File: src/hw/rtl/ssdc_pkg.sv
// shared types and constants for the subarray sum divisible counter
// no dependencies; imported by every other file of the block except ssdc_ram

package ssdc_pkg;

    // field widths
    localparam int VALUE_W  = 16;
    localparam int COUNT_W  = 32;
    localparam int MOD_W    = 11;
    localparam int HIST_W   = 17;
    localparam int EPOCH_W  = 8;

    // saturation limits
    localparam logic [HIST_W-1:0]  HIST_MAX  = {HIST_W{1'b1}};
    localparam logic [COUNT_W-1:0] COUNT_MAX = {COUNT_W{1'b1}};

    // default histogram depth
    localparam int MAX_MODULUS_DEF = 1024;

    // input transaction payload
    typedef struct packed {
        logic signed [VALUE_W-1:0] value;
        logic                      last;
    } item_t;

    // result transaction payload
    typedef struct packed {
        logic [COUNT_W-1:0] count;
        logic               done_res;
    } result_t;

    // controller to datapath commands
    typedef struct packed {
        logic load;
        logic read;
        logic commit;
        logic clr_step;
    } dp_cmd_t;

    // datapath to controller status
    typedef struct packed {
        logic div_busy;
        logic res_free;
        logic last;
        logic epoch_full;
        logic clr_done;
    } dp_status_t;

endpackage

File: src/hw/rtl/ssdc_ctrl.sv
// controller state machine: sequences accept, remainder, lookup, update and
// the histogram clearing sweep; uses ssdc_pkg

module ssdc_ctrl
    import ssdc_pkg::*;
(
    input  logic       clk,
    input  logic       rst_n,
    input  logic       item_valid,
    output logic       item_ready,
    input  dp_status_t status,
    output dp_cmd_t    cmd
);

    typedef enum logic [2:0] {
        ST_CLEAR,
        ST_IDLE,
        ST_DIV,
        ST_READ,
        ST_UPDATE
    } state_t;

    state_t state_reg, state_next;

    // next state and commands
    always_comb
    begin
        state_next   = state_reg;
        cmd          = '0;
        item_ready   = 1'b0;
        unique case (state_reg)
            ST_CLEAR:
            begin
                cmd.clr_step = 1'b1;
                if (status.clr_done)
                begin
                    state_next = ST_IDLE;
                end
            end
            ST_IDLE:
            begin
                item_ready = 1'b1;
                if (item_valid)
                begin
                    cmd.load   = 1'b1;
                    state_next = ST_DIV;
                end
            end
            ST_DIV:
            begin
                if (!status.div_busy)
                begin
                    state_next = ST_READ;
                end
            end
            ST_READ:
            begin
                cmd.read   = 1'b1;
                state_next = ST_UPDATE;
            end
            ST_UPDATE:
            begin
                if (status.res_free)
                begin
                    cmd.commit = 1'b1;
                    state_next = (status.last && status.epoch_full) ? ST_CLEAR : ST_IDLE;
                end
            end
            default:
            begin
                state_next = ST_IDLE;
            end
        endcase
    end

    // state register, sweep runs first after reset
    always_ff @(posedge clk or negedge rst_n)
    begin
        if (!rst_n)
        begin
            state_reg <= ST_CLEAR;
        end
        else
        begin
            state_reg <= state_next;
        end
    end

endmodule

File: config.mk
export PLATFORM = sky130hd
export DESIGN_NAME = ssdc_ctrl
export DESIGN_NICKNAME = d
export VERILOG_FILES = /design/src/hw/rtl/ssdc_pkg.sv /design/src/hw/rtl/ssdc_ctrl.sv
export SDC_FILE = /design/constraint.sdc
export NUM_CORES = 1
export LEC_CHECK = 0
export BUFFER_PORTS_ARGS = -buffer_cell sky130_fd_sc_hd__buf_4
export CAP_MARGIN = 5
export CORE_AREA = 2 2 39 41
export CTS_CLUSTER_SIZE = 10
export DETAILED_ROUTE_END_ITERATION = 16
export DIE_AREA = 0 0 41 43
export GPL_TIMING_DRIVEN = 0
export SETUP_SLACK_MARGIN = 0.2
export SLEW_MARGIN = 5
export SYNTH_ARGS = -nofsm -noshare
export SYNTH_HDL_FRONTEND = slang
export SYNTH_SLANG_ARGS = --single-unit
File: constraint.sdc
create_clock -name clk -period 2.25 [get_ports clk]
set_input_delay 0.3375 -clock clk [delete_from_list [all_inputs] [get_ports clk]]
set_output_delay 0.3375 -clock clk [all_outputs]
set_load 0.05 [all_outputs]
# Word-level counts from Yosys, hierarchy flattened
# Index checks and enable logic that the tools add are counted.
dict set report op_classes {
  eq_ne 8
  mux 13
  reduce_logical 3
}
# cell n
set op_table {}
lappend op_table {{$pmux W3 S5} 1}
lappend op_table {{$mux W3} 4}
lappend op_table {{$mux W1} 8}
lappend op_table {{$ne A2 B2 Y1 const B} 4}
lappend op_table {{$eq A3 B2 Y1 const B} 2}
lappend op_table {{$reduce_and A4 Y1} 1}
lappend op_table {{$eq A3 B1 Y1 const B} 1}
lappend op_table {{$eq A3 B3 Y1 const B} 1}
lappend op_table {{$logic_not A3 Y1} 1}
lappend op_table {{$logic_and A1 B1 Y1} 1}
dict set report totals {
  ff_bits 3
  output_inout_bits 5
  word_cells 25
}

# Longest topological paths before layout
# Gate-level depths: netlist (run 1).
dict set report depth {
  depth_word 4
  ltp_mapped 3
}

# Worst setup path before layout (run 1)
# Ideal clock, no wire load.
dict set report synth_timing {
  path_kind {register -> output}
  from {register state_reg[1]}
  to {output cmd[3] in the netlist's numbering}
  arrival_time_ns 2.255
  path_slack_ns -0.342
  stages_incl_launch_ff 3
  n_path_buf 0
  cell_sequence {dfrtp_1 -> nor3b_1 -> and2_1}
}
# item line_no
set synth_lines {}
lappend synth_lines {{from (decl)} ssdc_ctrl.sv:23} ;# state_t state_reg, state_next;
lappend synth_lines {{from (signal assigned)} ssdc_ctrl.sv:85} ;# state_reg <= state_next;
lappend synth_lines {{to (decl)} ssdc_ctrl.sv:12} ;# output dp_cmd_t cmd

==> results.md, run 1 <==
- Clock-pin slew was measured on the worst setup and hold paths at 0.04 ns.
- The total negative slack for setup checks is 0 ns.
- The smallest hold slack is 0.306 ns.
- Timing analysis after detailed placement gives a worst setup slack of 0.740 ns.
- The setup-violating endpoint count in the final report is 0.
- After layout, the worst setup slack is 0.483 ns.
- The worst pin sits at a relative slew slack of 82.9%.
- For this run, design rule violations remaining after detail routing come to 0.
- The count of nets left with antenna violations once routing finished came out at 0.
- Clock skew on the completed layout was measured at 0.00357 ns.
- The share of Yosys cell area claimed by the top area cell type is 38.0%.
- Setup repair after global routing left no endpoint under its margin.
- The register with the most flip-flops in the layout has 3 of them.
- The transition time of the tightest slew-check pin is 0.256 ns.
- The critical-path maximum fanout is 9.
- The number of fill cells in the layout is 166.
- The final layout net count is 48.
- The total power consumption of the routed design is 0.540 mW.
- The most common cell after layout, fill and taps aside is sky130_fd_sc_hd__buf_4.
- The worst hold path belongs to the class input port to flip-flop.
- Once placement completed, the tool counted placed cells totaling 50.
- The final number of max-transition violations came to 0.
- The CTS tree is yes.
- The startpoint-to-endpoint class of the critical path is flip-flop to output port.
- The timing-limited maximum frequency is 566 MHz.
- The post-layout utilization of the core is 25.2%.
- The flip-flop and latch count after synthesis is 3.
- STA puts the critical path data required time at 1.91 ns.
- Leaving out fill and tap cells, the most frequent cells in the layout are sky130_fd_sc_hd__buf_4 (12), sky130_fd_sc_hd__clkbuf_4 (3), sky130_fd_sc_hd__dfrtp_1 (3).
- The final wirelength is 489 µm.
- The cell area power density is 1550 mW/mm².
- The number of hold violations in the final report came to 0.
- The core region is 0.00138 mm².
- The fraction of the cycle the final worst path needs is 78.5%.
- From left edge to right edge, the die measures 41 µm.
- The die covers 0.00176 mm².
- The area growth from synthesis to layout is 76.6%.
- Clock latency on the worst-skew pair, taken at its later pin, is 0.23 ns.
- The number of violations reported at the end of detailed-routing iteration 0 is 2.
- After detailed placement, the total cell area comes to 313 µm².
- The count of H-tree levels built during CTS is 1.
- The number of global-route vias before repair was 195.
- The first-pass GRT wire length is 841 µm.
- STA classifies the critical path endpoint as an output port.
- By area the synthesized netlist is led by sky130_fd_sc_hd__dfrtp_1 (38%), sky130_fd_sc_hd__or3b_1 (8.9%), sky130_fd_sc_hd__nand3b_1 (7.6%).
- The static leakage is 0.163 nW.
- The floorplan step set the die height to 43 µm.
- The library cell occupying the most area in the post-synthesis netlist is sky130_fd_sc_hd__dfrtp_1.
- The remaining global-route overflow is 0.
- Buffers inserted during clock tree synthesis total 3.
- The data arrival at the endpoint of the critical path is 1.43 ns.
- Input and output buffers added on the ports amount to 12.
- At the end of routability-driven placement, the weighted congestion stood at 0.699.
- The clock root buffer is sky130_fd_sc_hd__clkbuf_4.
- In the routed layout, each cell is associated on average with a via count of 4.04.
- The via count is 222.
- The post-synth design cell area is 198 µm².
- The number of core rows is 14.
- After the flow finishes, the layout carries non-filler instances totaling 55.
- The TritonCTS sink count is 3.
- The initial antenna violation count is 0.
- In the final layout, the share of cells above drive strength 1 is 46.2%.
- The detailed placement HPWL is 358 µm.
- For this run, the total global-route usage over all layers was measured as 8.17%.
- Counting every instance in the synthesized netlist gives 22.
- The first detailed-routing pass ran for 2 iterations.
- Dividing the detail-routed wire length by the instance count gives 8.89 µm.
- The sequential-to-total area share from yosys stat is 38.0%.
- The worst setup path is launched from a flip-flop.
- The synthesized netlist net count is 30.
- The routed design could run at a clock period as short as 1.77 ns.
- 13 I/O pins were placed.
- The count of synthesis-stage warnings from yosys is 0.
- The worst supply voltage drop on vdd is 0.000400 V.
- The per-instance average area after synthesis is 8.99 µm².
- For this configuration, the core starts out at a cell density of 14.3%.
- The run finished with clean final reports.
- The count of maximum capacitance violations is 0.
- The total inserted antenna cells is 0.
- Counting distinct cell types in the post-synthesis netlist gives 15.
- The clock passes through at most 2 buffers.
- Once the clock tree was built, the setup fixing pass inserted 0 buffers.
- The post-route standard cell area excluding fillers is 349 µm².
- Entering global routing, the biggest net connects 10 pins.
## path summary, 6_finish.rpt
check                              from            to  slack, ns  cells after the start
max                        state_reg[1]        cmd[1]       0.48                      3
min                           status[3]  state_reg[2]       0.31                      2
max reg2reg                state_reg[1]  state_reg[0]       1.00                      3
min reg2reg                state_reg[2]  state_reg[1]       0.55                      1
max in group asynchronous         rst_n  state_reg[0]       1.72                      2
min in group asynchronous         rst_n  state_reg[1]       0.43                      2
## synth_stat cells
master,instances
sky130_fd_sc_hd__dfrtp_1,3
sky130_fd_sc_hd__a21oi_1,2
sky130_fd_sc_hd__inv_1,2
sky130_fd_sc_hd__nand3b_1,2
sky130_fd_sc_hd__o22ai_1,2
sky130_fd_sc_hd__or3b_1,2
sky130_fd_sc_hd__and2_1,1
sky130_fd_sc_hd__and3b_2,1
sky130_fd_sc_hd__nand2_1,1
sky130_fd_sc_hd__nand2b_1,1
sky130_fd_sc_hd__nor2_1,1
sky130_fd_sc_hd__nor3_1,1
sky130_fd_sc_hd__nor3b_1,1
sky130_fd_sc_hd__o21ba_2,1
sky130_fd_sc_hd__o21bai_1,1
## what timing repair did
| item | CTS | global route |
|---|---|---|
| gates resized for setup | 0 | 0 |
| endpoints found under the hold margin | 3 | 0 |
| hold buffers | 1 | 0 |
## cells by family (layout without fill, tap and decap cells)
group                  after synthesis  after routing  synth area share, %
and+or+nand+nor                     11             11                 38.0
AOI/OAI and AO/OA                    6              6                 20.3
DFF                                  3              3                 38.0
buffers and inverters                2             19                 3.80
## critical path, cell delays in order (launching register included)
cell and delay [ns]:
sky130_fd_sc_hd__dfrtp_1 0.46, sky130_fd_sc_hd__or3b_1 0.43, sky130_fd_sc_hd__nor2_1 0.11, sky130_fd_sc_hd__buf_4 0.20
## cell type report
class	count	area (µm²)	area share, %
Clock buffer	4	26.3	7.53
Inverter	2	7.51	2.15
Multi-Input combinational cell	17	120	34.4
Sequential cell	3	75.1	21.5
Tap cell	16	20.0	5.73
Timing Repair Buffer	13	100	28.7
## per-layer routing
layer / vias up / global-route usage [%] / part of all wire, %
met3: 2 / 6.28 / 10
met4: 0 / 10.0 / 3.9
met2: 10 / 8.13 / 44
met1: 96 / 9.12 / 42
met5: - / 0 / 0
li1: 114 / - / -
## power by group
group          leakage, nW  internal, mW  switching, mW  total (mW)
Sequential          0.0381        0.0789         0.0466       0.125
Combinational        0.110         0.126          0.195       0.320
Clock               0.0150        0.0664         0.0278      0.0942
No activity file was read; power rests on OpenSTA's default activity.
==> run 2: changes to the inputs <==
==> constraint.sdc (replaced) <==
create_clock -name clk -period 1.55 [get_ports clk]
set_input_delay 0.2325 -clock clk [delete_from_list [all_inputs] [get_ports clk]]
set_output_delay 0.2325 -clock clk [all_outputs]
set_load 0.05 [all_outputs]
==> run 2 against run 1 <==
  * Critical path type unchanged
  * First-iteration DRC count fell by 100%
  * The flow now finishes with violations (setup timing)
  * Critical endpoint unchanged
  * Largest power group unchanged
  * Critical path depth unchanged
  * Power grew 120%
==> results.md, run 2 (synthesis results as in run 1) <==
- The flow ran to the end, but the final reports show violations.
- The checks that failed: setup timing.
- The static leakage is 0.231 nW (+42%).
- The routed wire length per instance is 10.7 µm (+20%).
- The total instance count after detailed placement is 50 (unchanged).
- The number of global-route vias before repair is 282 (+45%).
- The worst hold path terminates at state_reg[2].
- In this run the worst hold path is classified as input port to flip-flop.
- The number of buffers created by CTS was 3 (unchanged).
- The die outline area is 0.00176 mm² (unchanged).
- The critical path required time is 1.32 ns (-0.59 ns).
- From synthesis to final layout, the design area changed by 154%.
- The critical-path maximum fanout is 5 (-4).
- The post-layout utilization of the core is 36.3% (+11 points).
- The register-to-register setup slack is 0.23 ns (-0.77 ns).
- The area of the core region is 0.00138 mm² (unchanged).
- The final non-filler cell total is 66 (+20%).
- The clock period minus final worst setup slack is 1.57 ns.
- The slack of the critical path is -0.0222 ns (-0.505 ns).
- The top routing layer in use is met3.
- The DRC violations left is 0 (unchanged).
- The number of core rows is 14 (unchanged).
- The clock latency on the worst-skew pair is 0.23 ns (about the same).
- The number of search-and-repair iterations in the first detailed-routing pass is 1 (-1).
- The initial antenna violation count was 0 (unchanged).
- The transition time of the tightest slew-check pin came to 0.203 ns (-0.0535 ns).
- The die outline width is 41 µm (unchanged).
- The number of buffers between clock root and the deepest sink is 2 (unchanged).
- The slowest library cell on the worst path is sky130_fd_sc_hd__dfrtp_2.
- The worst setup skew after layout is 0.000380 ns (-0.00319 ns).
- The total power consumption of the routed design was 1.17 mW (+120%).
- In this run the critical register-to-register path is captured at state_reg[0].
- The final number of max-transition violations is 0 (unchanged).
- The layout cell share with drive strength beyond 1 came to 76.0% (+30 points).
- The total routed wire length on the met1 layer came to 303 µm (+46%).
- The start of the worst register-to-register path is state_reg[1].
- The post-detailed-route via-to-cell ratio is 4.11 (+1.7%).
- The worst-case reg-to-reg path depth is 4 (+1).
- The number of violations reported at the end of detailed-routing iteration 0 is 0 (-2).
- The critical path goes through or3b_4 -> nor2_4 -> buf_6.
- The beginning of the worst hold path is status[3].
- The cell area power density is 2330 mW/mm² (+51%).
- The setup-violating endpoint count in the final report is 1 (+1).
- The number of flip-flops in the largest register is 3 (unchanged).
- The total negative slack for setup checks is -0.0222 ns (-0.0222 ns).
- The placer congestion estimate is 0.710 (+1.5%).
- The remaining global-route overflow is 0 (unchanged).
- The critical path is of the flip-flop to output port type.
- The count of H-tree levels built during CTS is 1 (unchanged).
- The post-detailed-route count of antenna-violating nets is 0 (unchanged).
- The first-pass GRT wire length is 1080 µm (+28%).
- The detailed-routed wire length on met2 is 374 µm (+76%).
- The number of hold violations in the final report is 0 (unchanged).
- The worst hold path cell count is 2 (unchanged).
- The count of maximum capacitance violations is 0 (unchanged).
- The final wirelength is 707 µm (+45%).
- The timing-limited maximum frequency is 636 MHz.
- TritonCTS built the clock tree.
- The number of buffers inserted by port buffering is 12 (unchanged).
- The startpoint type of the worst setup path is a flip-flop.
- The most common cell after layout, fill and taps aside is sky130_fd_sc_hd__buf_4.
- The total inserted antenna cells came to 0 (unchanged).
- The normalized max-slew margin is 86.5% (+3.6 points).
- The clock root buffer is sky130_fd_sc_hd__clkbuf_4.
- The TritonCTS sink count is 3 (unchanged).
- The category of cells accounting for the largest share of critical-path delay is simple AND/OR/NAND/NOR gates.
- The data arrival at the endpoint of the critical path was 1.34 ns (-0.09 ns).
- The vertical die dimension came to 43 µm (unchanged).
- The critical path's largest stage delay came to 0.43 ns (-0.03 ns).
- The largest net degree at the start of global routing is 6 (-4).
- The worst setup path is captured at an output port.
- The fraction of the cycle the final worst path needs is 101%.
- The worst supply voltage drop on vdd is 0.000614 V (+54%).
- The wire length on met3 was 29 µm (-41%).
- The clock-pin slew reported for the worst setup and hold paths after clock tree synthesis is 0.04 ns (about the same).
- The initial standard-cell utilization of the core came to 14.3% (unchanged).
- Setup repair after global routing could not meet its margin everywhere.
- The number of buffer and inverter stages on the critical path is 1 (unchanged).
- The global-route usage over all layers came to 9.55% (+1.4 points).
- The boundary pin count is 13 (unchanged).
- Leaving out fill and tap cells, the most frequent cells in the layout are sky130_fd_sc_hd__buf_4 (17), sky130_fd_sc_hd__buf_6 (4), sky130_fd_sc_hd__clkbuf_4 (3), sky130_fd_sc_hd__dfrtp_2 (3).
- The via count is 271 (+22%).
- The final layout net count was 59 (+23%).
==> run 2: changes by cell type in the layout (fill, tap and decap cells not counted), sizes merged <==
cell	change
buf	+11
==> run 2: area by class of cell <==
type / instances / area (µm²)
timing repair buffer: 24 / 213
tap: 16 / 20.0
sequential: 3 / 78.8
fill: 145 / 882
multi-input combinational: 17 / 156
inverter: 2 / 7.51
clock buffer: 4 / 26.3
==> run 2: routing by layer <==
layer / global-route usage [%] / up-vias
met5: 0 / -
met1: 10.3 / 127
li1: - / 136
met3: 3.66 / 0
met2: 13.8 / 8
met4: 8.00 / 0
==> run 2: worst max path at each step <==
stage	startpoint	slack [ns]	endpoint	cells after the start
floorplan	state_reg[1]	-0.03	cmd[3]	2
global placement	state_reg[2]	0.09	cmd[1]	3
detailed placement	state_reg[2]	0.07	cmd[1]	3
CTS	state_reg[0]	-0.03	cmd[1]	3
global route	state_reg[0]	-0.06	cmd[1]	3
finish	state_reg[0]	-0.02	cmd[1]	3
==> run 2: timing repair <==
action,in CTS,in global routing
setup buffers,8,3
hold buffers,1,0
pin swaps,2,0
endpoints found under the setup margin,5,6
endpoints found under the hold margin,3,0
gates resized for setup,11,3
cloned,0,0
==> run 2: through the flow <==
step	hold slack, ns	worst slack [ns]	cell area, µm²
finish	0.209	-0.0222	502
CTS	0.205	-0.0313	467
global route	0.211	-0.0648	502
global placement	0.0216	0.0921	335
detailed placement	0.0222	0.0683	335
floorplan	-0.0631	-0.0291	225
==> run 2: worst register-to-register path, cell delays in order (launching register included) <==
cell                      delay (ns)
sky130_fd_sc_hd__dfrtp_2        0.44
sky130_fd_sc_hd__buf_4          0.16
sky130_fd_sc_hd__or3b_4         0.39
sky130_fd_sc_hd__a21oi_2        0.13
sky130_fd_sc_hd__o22ai_1        0.08
==> run 2: where the power goes <==
group	leakage (nW)	switching (mW)	internal, mW
Clock	0.0150	0.0396	0.0964
Combinational	0.182	0.401	0.448
Sequential	0.0343	0.0625	0.122
Total	0.231	0.503	0.666
